<file path="config.mk">
export PLATFORM = sky130hd
export DESIGN_NAME = min_tracking_stack
export DESIGN_NICKNAME = d
export VERILOG_FILES = /design/src/hw/rtl/mts_pkg.sv /design/src/hw/rtl/mts_ram.sv /design/src/hw/rtl/mts_datapath.sv /design/src/hw/rtl/mts_ctrl.sv /design/src/hw/rtl/min_tracking_stack.sv
export SDC_FILE = /design/constraint.sdc
export NUM_CORES = 2
export LEC_CHECK = 0
export BUFFER_PORTS_ARGS = -buffer_cell sky130_fd_sc_hd__buf_2
export CORE_MARGIN = 2
export CORE_UTILIZATION = 45
export DETAILED_ROUTE_END_ITERATION = 12
export SYNTH_ARGS = -nofsm -noshare
export SYNTH_HDL_FRONTEND = slang
export SYNTH_SLANG_ARGS = --single-unit
</file>
<file path="constraint.sdc">
create_clock -name i_clk -period 20.1 [get_ports i_clk]
set_input_delay 1.005 -clock i_clk [delete_from_list [all_inputs] [get_ports i_clk]]
set_output_delay 1.005 -clock i_clk [all_outputs]
set_load 0.005 [all_outputs]
</file>
<file path="src/hw/rtl/mts_pkg.sv">
// Shared constants, operation codes and control types of the min-tracking stack.
// No dependencies.
`timescale 1ns / 1ps

package mts_pkg;

    localparam int VALUE_WIDTH = 32;
    localparam int STACK_DEPTH = 64;
    localparam int ENTRY_WIDTH = VALUE_WIDTH + 2;
    localparam int PTR_WIDTH   = $clog2(STACK_DEPTH);
    localparam int CNT_WIDTH   = $clog2(STACK_DEPTH + 1);

    localparam logic [1:0] OP_PUSH = 2'd0;
    localparam logic [1:0] OP_POP  = 2'd1;
    localparam logic [1:0] OP_PEEK = 2'd2;

    localparam logic signed [VALUE_WIDTH-1:0] VAL_MAX = {1'b0, {(VALUE_WIDTH-1){1'b1}}};
    localparam logic signed [VALUE_WIDTH-1:0] VAL_NONE = '1;

    typedef struct packed {
        logic take;
        logic fetch;
    } t_dp_cmd;

    typedef struct packed {
        logic pop_fetch;
    } t_dp_status;

endpackage

</file>
<file path="src/hw/rtl/mts_ram.sv">
// Generic single-write, single-read RAM with registered read data.
// No dependencies.
`timescale 1ns / 1ps

module mts_ram #(
    parameter int WIDTH = 8,
    parameter int DEPTH = 16
) (
    input  logic                     i_clk,
    input  logic                     i_wr_en,
    input  logic [$clog2(DEPTH)-1:0] i_wr_addr,
    input  logic [WIDTH-1:0]         i_wr_data,
    input  logic                     i_rd_en,
    input  logic [$clog2(DEPTH)-1:0] i_rd_addr,
    output logic [WIDTH-1:0]         o_rd_data
);

    logic [WIDTH-1:0] r_mem [DEPTH];
    logic [WIDTH-1:0] r_rd_data;

    always_ff @(posedge i_clk) begin
        if (i_wr_en) begin
            r_mem[i_wr_addr] <= i_wr_data;
        end
        if (i_rd_en) begin
            r_rd_data <= r_mem[i_rd_addr];
        end
    end

    assign o_rd_data = r_rd_data;

endmodule

</file>
<file path="src/hw/rtl/mts_datapath.sv">
// Datapath of the min-tracking stack: count, minimum, cached top entry, entry RAM
// and result register. Depends on mts_pkg and mts_ram.
`timescale 1ns / 1ps

module mts_datapath (
    input  logic                                   i_clk,
    input  logic                                   i_rst_n,
    input  mts_pkg::t_dp_cmd                       i_cmd,
    output mts_pkg::t_dp_status                    o_status,
    input  logic [1:0]                             i_operation,
    input  logic signed [mts_pkg::VALUE_WIDTH-1:0] i_push_value,
    output logic signed [mts_pkg::VALUE_WIDTH-1:0] o_top_value,
    output logic signed [mts_pkg::VALUE_WIDTH-1:0] o_min_value,
    output logic                                   o_is_empty,
    output logic                                   o_rejected
);

    logic [mts_pkg::CNT_WIDTH-1:0]          r_count, n_count;
    logic signed [mts_pkg::VALUE_WIDTH-1:0] r_min, n_min;
    logic signed [mts_pkg::ENTRY_WIDTH-1:0] r_top, n_top;
    logic signed [mts_pkg::VALUE_WIDTH-1:0] r_out_top, r_out_min;
    logic                                   r_out_empty, r_out_rej;

    logic signed [mts_pkg::ENTRY_WIDTH-1:0] w_val_ext, w_min_ext, w_enc, w_restore, w_rd_data;
    logic signed [mts_pkg::ENTRY_WIDTH-1:0] w_nmin_ext;
    logic                                   w_full, w_empty, w_rej, w_wr_en, w_out_load;
    logic [mts_pkg::PTR_WIDTH-1:0]          w_wr_addr, w_rd_addr;
    logic signed [mts_pkg::VALUE_WIDTH-1:0] w_res_top, w_res_min;

    assign w_val_ext = mts_pkg::ENTRY_WIDTH'(i_push_value);
    assign w_min_ext = mts_pkg::ENTRY_WIDTH'(r_min);
    assign w_enc     = (w_val_ext <<< 1) - w_min_ext;
    assign w_restore = (w_min_ext <<< 1) - r_top;
    assign w_full    = r_count == mts_pkg::CNT_WIDTH'(mts_pkg::STACK_DEPTH);
    assign w_empty   = r_count == '0;
    assign w_wr_addr = r_count[mts_pkg::PTR_WIDTH-1:0];
    assign w_rd_addr = mts_pkg::PTR_WIDTH'(r_count - mts_pkg::CNT_WIDTH'(2));

    assign o_status.pop_fetch = (i_operation == mts_pkg::OP_POP)
                                && (r_count > mts_pkg::CNT_WIDTH'(1));
    assign w_out_load = (i_cmd.take && !o_status.pop_fetch) || i_cmd.fetch;

    mts_ram #(
        .WIDTH(mts_pkg::ENTRY_WIDTH),
        .DEPTH(mts_pkg::STACK_DEPTH)
    ) u_ram (
        .i_clk    (i_clk),
        .i_wr_en  (w_wr_en),
        .i_wr_addr(w_wr_addr),
        .i_wr_data(n_top),
        .i_rd_en  (i_cmd.take && o_status.pop_fetch),
        .i_rd_addr(w_rd_addr),
        .o_rd_data(w_rd_data)
    );

    always_comb begin
        n_count = r_count;
        n_min   = r_min;
        n_top   = r_top;
        w_rej   = 1'b0;
        w_wr_en = 1'b0;
        if (i_cmd.fetch) begin
            n_top = w_rd_data;
        end else if (i_cmd.take) begin
            unique case (i_operation)
                mts_pkg::OP_PUSH: begin
                    if (w_full) begin
                        w_rej = 1'b1;
                    end else begin
                        w_wr_en = 1'b1;
                        n_count = r_count + mts_pkg::CNT_WIDTH'(1);
                        if (w_empty) begin
                            n_top = w_val_ext;
                            n_min = i_push_value;
                        end else if (w_val_ext > w_min_ext) begin
                            n_top = w_val_ext;
                        end else begin
                            n_top = w_enc;
                            n_min = i_push_value;
                        end
                    end
                end
                mts_pkg::OP_POP: begin
                    if (w_empty) begin
                        w_rej = 1'b1;
                    end else begin
                        n_count = r_count - mts_pkg::CNT_WIDTH'(1);
                        if (r_top < w_min_ext) begin
                            n_min = w_restore[mts_pkg::VALUE_WIDTH-1:0];
                        end
                    end
                end
                default: begin
                end
            endcase
        end
    end

    assign w_nmin_ext = mts_pkg::ENTRY_WIDTH'(n_min);

    always_comb begin
        if (n_count == '0) begin
            w_res_top = mts_pkg::VAL_NONE;
            w_res_min = mts_pkg::VAL_NONE;
        end else begin
            w_res_min = n_min;
            w_res_top = (n_top < w_nmin_ext) ? n_min : n_top[mts_pkg::VALUE_WIDTH-1:0];
        end
    end

    always_ff @(posedge i_clk) begin
        if (!i_rst_n) begin
            r_count <= '0;
            r_min   <= mts_pkg::VAL_MAX;
        end else begin
            r_count <= n_count;
            r_min   <= n_min;
        end
    end

    always_ff @(posedge i_clk) begin
        r_top <= n_top;
        if (w_out_load) begin
            r_out_top   <= w_res_top;
            r_out_min   <= w_res_min;
            r_out_empty <= n_count == '0;
            r_out_rej   <= w_rej;
        end
    end

    assign o_top_value = r_out_top;
    assign o_min_value = r_out_min;
    assign o_is_empty  = r_out_empty;
    assign o_rejected  = r_out_rej;

    a_count_bound: assert property (@(posedge i_clk) disable iff (!i_rst_n)
        r_count <= mts_pkg::CNT_WIDTH'(mts_pkg::STACK_DEPTH))
        else $error("entry count beyond depth");

    a_count_step: assert property (@(posedge i_clk) disable iff (!i_rst_n)
        ($past(i_rst_n) && r_count != $past(r_count)) |->
        (r_count == $past(r_count) + mts_pkg::CNT_WIDTH'(1)
         || r_count + mts_pkg::CNT_WIDTH'(1) == $past(r_count)))
        else $error("entry count moved by more than one");

    a_full_push_rej: assert property (@(posedge i_clk) disable iff (!i_rst_n)
        (i_cmd.take && i_operation == mts_pkg::OP_PUSH && w_full) |=>
        (r_out_rej && r_count == $past(r_count)))
        else $error("push on full stack not rejected");

endmodule

</file>
<file path="src/hw/rtl/mts_ctrl.sv">
// Controller of the min-tracking stack: handshakes and the top-refill sequence after a pop.
// Depends on mts_pkg.
`timescale 1ns / 1ps

module mts_ctrl (
    input  logic                i_clk,
    input  logic                i_rst_n,
    input  logic                i_valid,
    output logic                o_stall,
    output logic                o_valid,
    input  logic                i_stall,
    input  mts_pkg::t_dp_status i_status,
    output mts_pkg::t_dp_cmd    o_cmd
);

    typedef enum logic [1:0] {
        S_IDLE  = 2'b01,
        S_FETCH = 2'b10
    } t_state;

    t_state r_state, n_state;
    logic   r_out_valid, n_out_valid;
    logic   w_out_free;

    assign w_out_free = !r_out_valid || !i_stall;
    assign o_stall    = !((r_state == S_IDLE) && w_out_free);
    assign o_cmd.take  = i_valid && !o_stall;
    assign o_cmd.fetch = r_state == S_FETCH;

    always_comb begin
        n_state     = r_state;
        n_out_valid = r_out_valid && i_stall;
        unique case (r_state)
            S_IDLE: begin
                if (o_cmd.take) begin
                    if (i_status.pop_fetch) begin
                        n_state = S_FETCH;
                    end else begin
                        n_out_valid = 1'b1;
                    end
                end
            end
            S_FETCH: begin
                n_state     = S_IDLE;
                n_out_valid = 1'b1;
            end
            default: begin
                n_state = S_IDLE;
            end
        endcase
    end

    always_ff @(posedge i_clk) begin
        if (!i_rst_n) begin
            r_state     <= S_IDLE;
            r_out_valid <= 1'b0;
        end else begin
            r_state     <= n_state;
            r_out_valid <= n_out_valid;
        end
    end

    assign o_valid = r_out_valid;

    a_fetch_done: assert property (@(posedge i_clk) disable iff (!i_rst_n)
        (r_state == S_FETCH) |=> (r_state == S_IDLE && r_out_valid))
        else $error("refill did not complete in one cycle");

    a_fetch_stall: assert property (@(posedge i_clk) disable iff (!i_rst_n)
        (r_state == S_FETCH) |-> o_stall)
        else $error("input taken during refill");

    a_valid_hold: assert property (@(posedge i_clk) disable iff (!i_rst_n)
        (r_out_valid && i_stall) |=> r_out_valid)
        else $error("stalled result dropped");

endmodule

</file>
<file path="src/hw/rtl/min_tracking_stack.sv">
// Push, peek, rejected and emptying pop operations give their result in the cycle after acceptance;
// a pop that leaves entries behind reads the new top from the entry RAM, then loads the result
// register in a refill state that stalls the input. Push and peek take 1 per cycle unless the receiver stalls.
// Reset (synchronous, active low) empties the stack and sets the minimum to the largest value;
// entry RAM contents are not cleared.
`timescale 1ns / 1ps

module min_tracking_stack (
    input  logic                                   i_clk,
    input  logic                                   i_rst_n,
    input  logic                                   i_valid,
    output logic                                   o_stall,
    input  logic [1:0]                             i_operation,
    input  logic signed [mts_pkg::VALUE_WIDTH-1:0] i_push_value,
    output logic                                   o_valid,
    input  logic                                   i_stall,
    output logic signed [mts_pkg::VALUE_WIDTH-1:0] o_top_value,
    output logic signed [mts_pkg::VALUE_WIDTH-1:0] o_min_value,
    output logic                                   o_is_empty,
    output logic                                   o_rejected
);

    mts_pkg::t_dp_cmd    w_cmd;
    mts_pkg::t_dp_status w_status;

    mts_ctrl u_ctrl (
        .i_clk   (i_clk),
        .i_rst_n (i_rst_n),
        .i_valid (i_valid),
        .o_stall (o_stall),
        .o_valid (o_valid),
        .i_stall (i_stall),
        .i_status(w_status),
        .o_cmd   (w_cmd)
    );

    mts_datapath u_datapath (
        .i_clk       (i_clk),
        .i_rst_n     (i_rst_n),
        .i_cmd       (w_cmd),
        .o_status    (w_status),
        .i_operation (i_operation),
        .i_push_value(i_push_value),
        .o_top_value (o_top_value),
        .o_min_value (o_min_value),
        .o_is_empty  (o_is_empty),
        .o_rejected  (o_rejected)
    );

endmodule

</file>
==> summary.md <==
| Metric | Value |
|---|---|
| Status | `completed` |
| WL final | `258.6 mm` |
| Switching Fraction | `a little over a quarter` |
| Synth Flop Type | `edfxtp_1` |
| Power Total | `0.01212 W` |
| P_int | `~0.009 W` |
| Cell taking the most area after synthesis | `edfxtp_1` |
| Worst Setup EP | `u_datapath.o_top_value[25]` |
| Setup slack, reg-to-reg | `12.03 ns` |
| Reg-to-Reg Start | `u_datapath.r_count[1]` |
| Startpoint types | `register` |
| Peak supply drop | `94.57 uV` |
| # nets final | `5,184` |
| Tcrit/Tclk final | `40.13%` |
| Dpl cell area | `0.1014 mm^2` |
| Dpl hpwl | `149.3 mm` |
| Via density | `6.194` |
| Die area | `about 0.22 mm^2` |
| First-pass GRT wire length | `367.6 mm` |
| Peak fanout along the critical path | `66` |
| Cells after synthesis | `4,704` |
| TritonCTS sink count | `around 2.4k` |
| Synth async-reset ratio | `0%` |
| Sequential share of the synthesized area | `72.61%` |
| Resize count post-CTS | `0` |
| Final RePlAce weighted congestion | `0.9241` |
| Layout cells sized above 1 | `27.86%` |
| Setup crit start | `u_datapath.r_count[1]` |
| Final setup TNS | `0 ns` |
| Top-area cell type share of the netlist area | `71.03%` |
| Die Ht | `around 470 um` |
| Fmax | `~120 MHz` |
| H-tree depth | `4` |
| CTS tree | `built` |
| Clk_lat worst skew | `0.88 ns` |
| Layout area overhead | `13.04%` |
| Final Non-Filler Cells | `8,001` |
| Setup Crit Path Kind | `register to register` |
| HP Class | `input pin to register` |
| Slew headroom | `~15%` |
| Vias in the first global route | `about 49k` |
| Initial core utilization | `a little under half` |
| Post-route cell area | `roughly 0.11 mm^2` |
| Register bit total from synthesis | `2,352` |
| Initial antenna violation count | `17` |
| RSZ-0062 raised after global routing | `no` |
| Core box area | `approximately 0.21 mm^2` |
| Residual DRC | `0` |
| Dominant cells by area after synthesis | `edfxtp_1, mux4_2, ha_1, dfxtp_1, nand2_1` |
| Power per Cell Area | `111.4 mW/mm^2` |
| Wire length per cell | `32.32 um` |
| Critical Path End Type | `register` |
| Number of synthesized flops with an enable pin | `2,276` |
| Synth unique cells | `85` |
| Slew Limit Fails | `0` |
| Max-Cap Viols | `0` |
| Placed insts | `about 7.6k` |
| Skew final | `between 0.02 and 0.025 ns` |
| Clk slew on worst S/H paths | `~0.070 ns` |
| Worst r2r dst | `u_datapath.o_top_value[25]` |
| Critical path data required time | `20.72 ns` |
| Syn_nets | `4,913` |
| Via count | `49.56k` |
| Final setup fails | `0` |
| Total GRT Usage | `roughly a quarter` |
| PortBufs | `between 100 and 150` |
| Syn avg cell area | `between 20 and 25 um^2` |
| Bufs on Longest Clock Path | `3` |
| CP arrival | `8.68 ns` |
| Switch Pwr | `0.003230 W` |
| Tightest Pin Transition | `1.278 ns` |
| Post-CTS Hold Buffers | `0` |
| Overflow left after global routing | `0` |
| Root buffer cell | `clkbuf_16` |
| Reg power frac | `48.5%` |
| Post-CTS setup buffers | `0` |
| Comb pwr share | `16.7%` |
| P_leak | `33.87 nW` |
| Antenna viol nets, final | `0` |
| Fillers | `16.76k` |
| Die W | `466.4 um` |
| Pin count of the biggest net entering global routing | `97` |
| Detailed Routing Iterations Pass 1 | `8` |
| Clk pwr share | `34.8%` |
| Number of top-level pins | `about 110` |
| Hold Violations, Final | `0` |
| CTS buffer count | `around 230` |
| Initial DRC Count | `6,219` |
| Cell row count | `169` |
| FF-to-FF path depth | `20` |
| Fin crit period | `8.067 ns` |
| Yosys warning total | `0` |
| Synthesized area | `0.09622 mm^2` |
-- per-layer routing --
metal | track usage, % | wire, um | part of all wire, %
met3 | 3.501 | 19200 | 7.4
met5 | 0 | 0 | 0
met1 | 35.14 | 111500 | 43
met4 | 5.683 | 5254 | 2.0
met2 | 37.32 | 122600 | 47
-- sequential cells by signal, indices dropped and copies added (netlist names) --
name                        count
u_datapath.o_min_value         32
u_datapath.u_ram.o_rd_data     34
u_datapath.o_rejected           1
u_datapath.r_min               32
u_datapath.u_ram.r_mem       2176
u_ctrl.r_state                  2
u_datapath.o_top_value         32
u_ctrl.o_valid                  1
u_datapath.r_count              7
u_datapath.r_top               34
u_datapath.o_is_empty           1
-- power groups by stage --
stage | sequential (W) | combinational [W] | clock (W)
6_report | 0.00588 | 0.00203 | 0.00421
5_1_grt | 0.00588 | 0.00218 | 0.00448
4_1_cts | 0.00588 | 0.00203 | 0.00429
3_5_place_dp | 0.00598 | 0.00203 | 0
3_3_place_gp | 0.00598 | 0.00200 | 0
2_1_floorplan | 0.00599 | 0.00125 | 0
-- stage by stage --
stage               hold WS, ns  worst slack [ns]  util [%]
floorplan                0.4972             10.70         -
CTS                      0.4214             12.06     51.22
finish                   0.5122             12.03     51.23
global placement         0.5527             12.14     47.77
global route             0.4974             11.54     51.23
detailed placement       0.5696             11.84     47.77
-- worst max-delay path: stages (launching register included) --
cell and delay [ns]:
dfxtp_4 0.80, inv_1 0.34, ha_1 0.31, or3b_2 0.23
nor3_2 0.10, a21oi_1 0.48, nand2_2 0.51, nor2_1 0.67
o21ai_0 0.23, and2_2 0.58, ha_1 0.51, nand4_1 0.08
nor3_1 0.26, nand3_1 0.13, or3_1 0.49, or3_1 0.41
o31ai_1 0.35, mux2i_1 0.19, a31oi_4 0.16, buf_4 0.49
mux2_2 0.40
-- synthesized netlist by cell type (all sizes together), types with 26 or more instances --
cell type,count
a211oi,28
a21o,36
a21oi,131
buf,60
clkbuf,157
dfxtp,76
edfxtp,2276
ha,169
inv,104
mux2,26
mux2i,35
mux4,706
nand2,189
nand2b,32
nand3,44
nor2,157
nor3,33
o21ai,64
xnor2,33
-- final cells by class --
cell class | count | area [um^2] | area share (%)
inverter | 106 | 397.9 | 0.3658
timing repair buffer | 254 | 1669 | 1.535
tap | 2821 | 3530 | 3.245
clock buffer | 292 | 6103 | 5.611
clock inverter | 139 | 1229 | 1.130
antenna | 8 | 20.02 | 0.01841
sequential | 2352 | 69870 | 64.24
multi-input combinational | 2029 | 25940 | 23.85
-- placed cells by master, fill, tap and decap left out, types with 32 or more instances in the layout --
| cell | n |
|---|---|
| a21o_1 | 33 |
| a21oi_1 | 126 |
| buf_2 | 105 |
| buf_4 | 147 |
| clkbuf_1 | 55 |
| clkbuf_16 | 234 |
| clkinv_1 | 67 |
| dfxtp_1 | 74 |
| edfxtp_1 | 2276 |
| ha_1 | 167 |
| inv_1 | 103 |
| mux2i_1 | 34 |
| mux4_2 | 706 |
| nand2_1 | 184 |
| nand2b_1 | 32 |
| nand3_1 | 43 |
| nor2_1 | 90 |
| nor2_4 | 66 |
| o21ai_0 | 52 |
-- logic make-up after synthesis --
family | Yosys count | share of synthesized area (%)
compound gates | 456 | 3.270
fa+ha+maj | 171 | 2.239
buf+inv | 323 | 1.302
xor+xnor | 57 | 0.5188
flops | 2352 | 72.61
simple gates | 578 | 2.836
mux | 767 | 17.22
-- how the worst min path moves through the flow --
stage	to	startpoint	slack (ns)	cells after the start
finish	u_datapath.r_min[29]	i_push_value[29]	0.51	3
global route	u_datapath.r_min[29]	i_push_value[29]	0.50	3
CTS	u_datapath.r_min[29]	i_push_value[29]	0.42	3
detailed placement	u_ctrl.r_state[1]	u_ctrl.r_state[1]	0.57	1
global placement	u_ctrl.r_state[1]	u_ctrl.r_state[1]	0.55	1
floorplan	u_ctrl.r_state[1]	u_ctrl.r_state[1]	0.50	1
(Power assumes the default switching activity.)
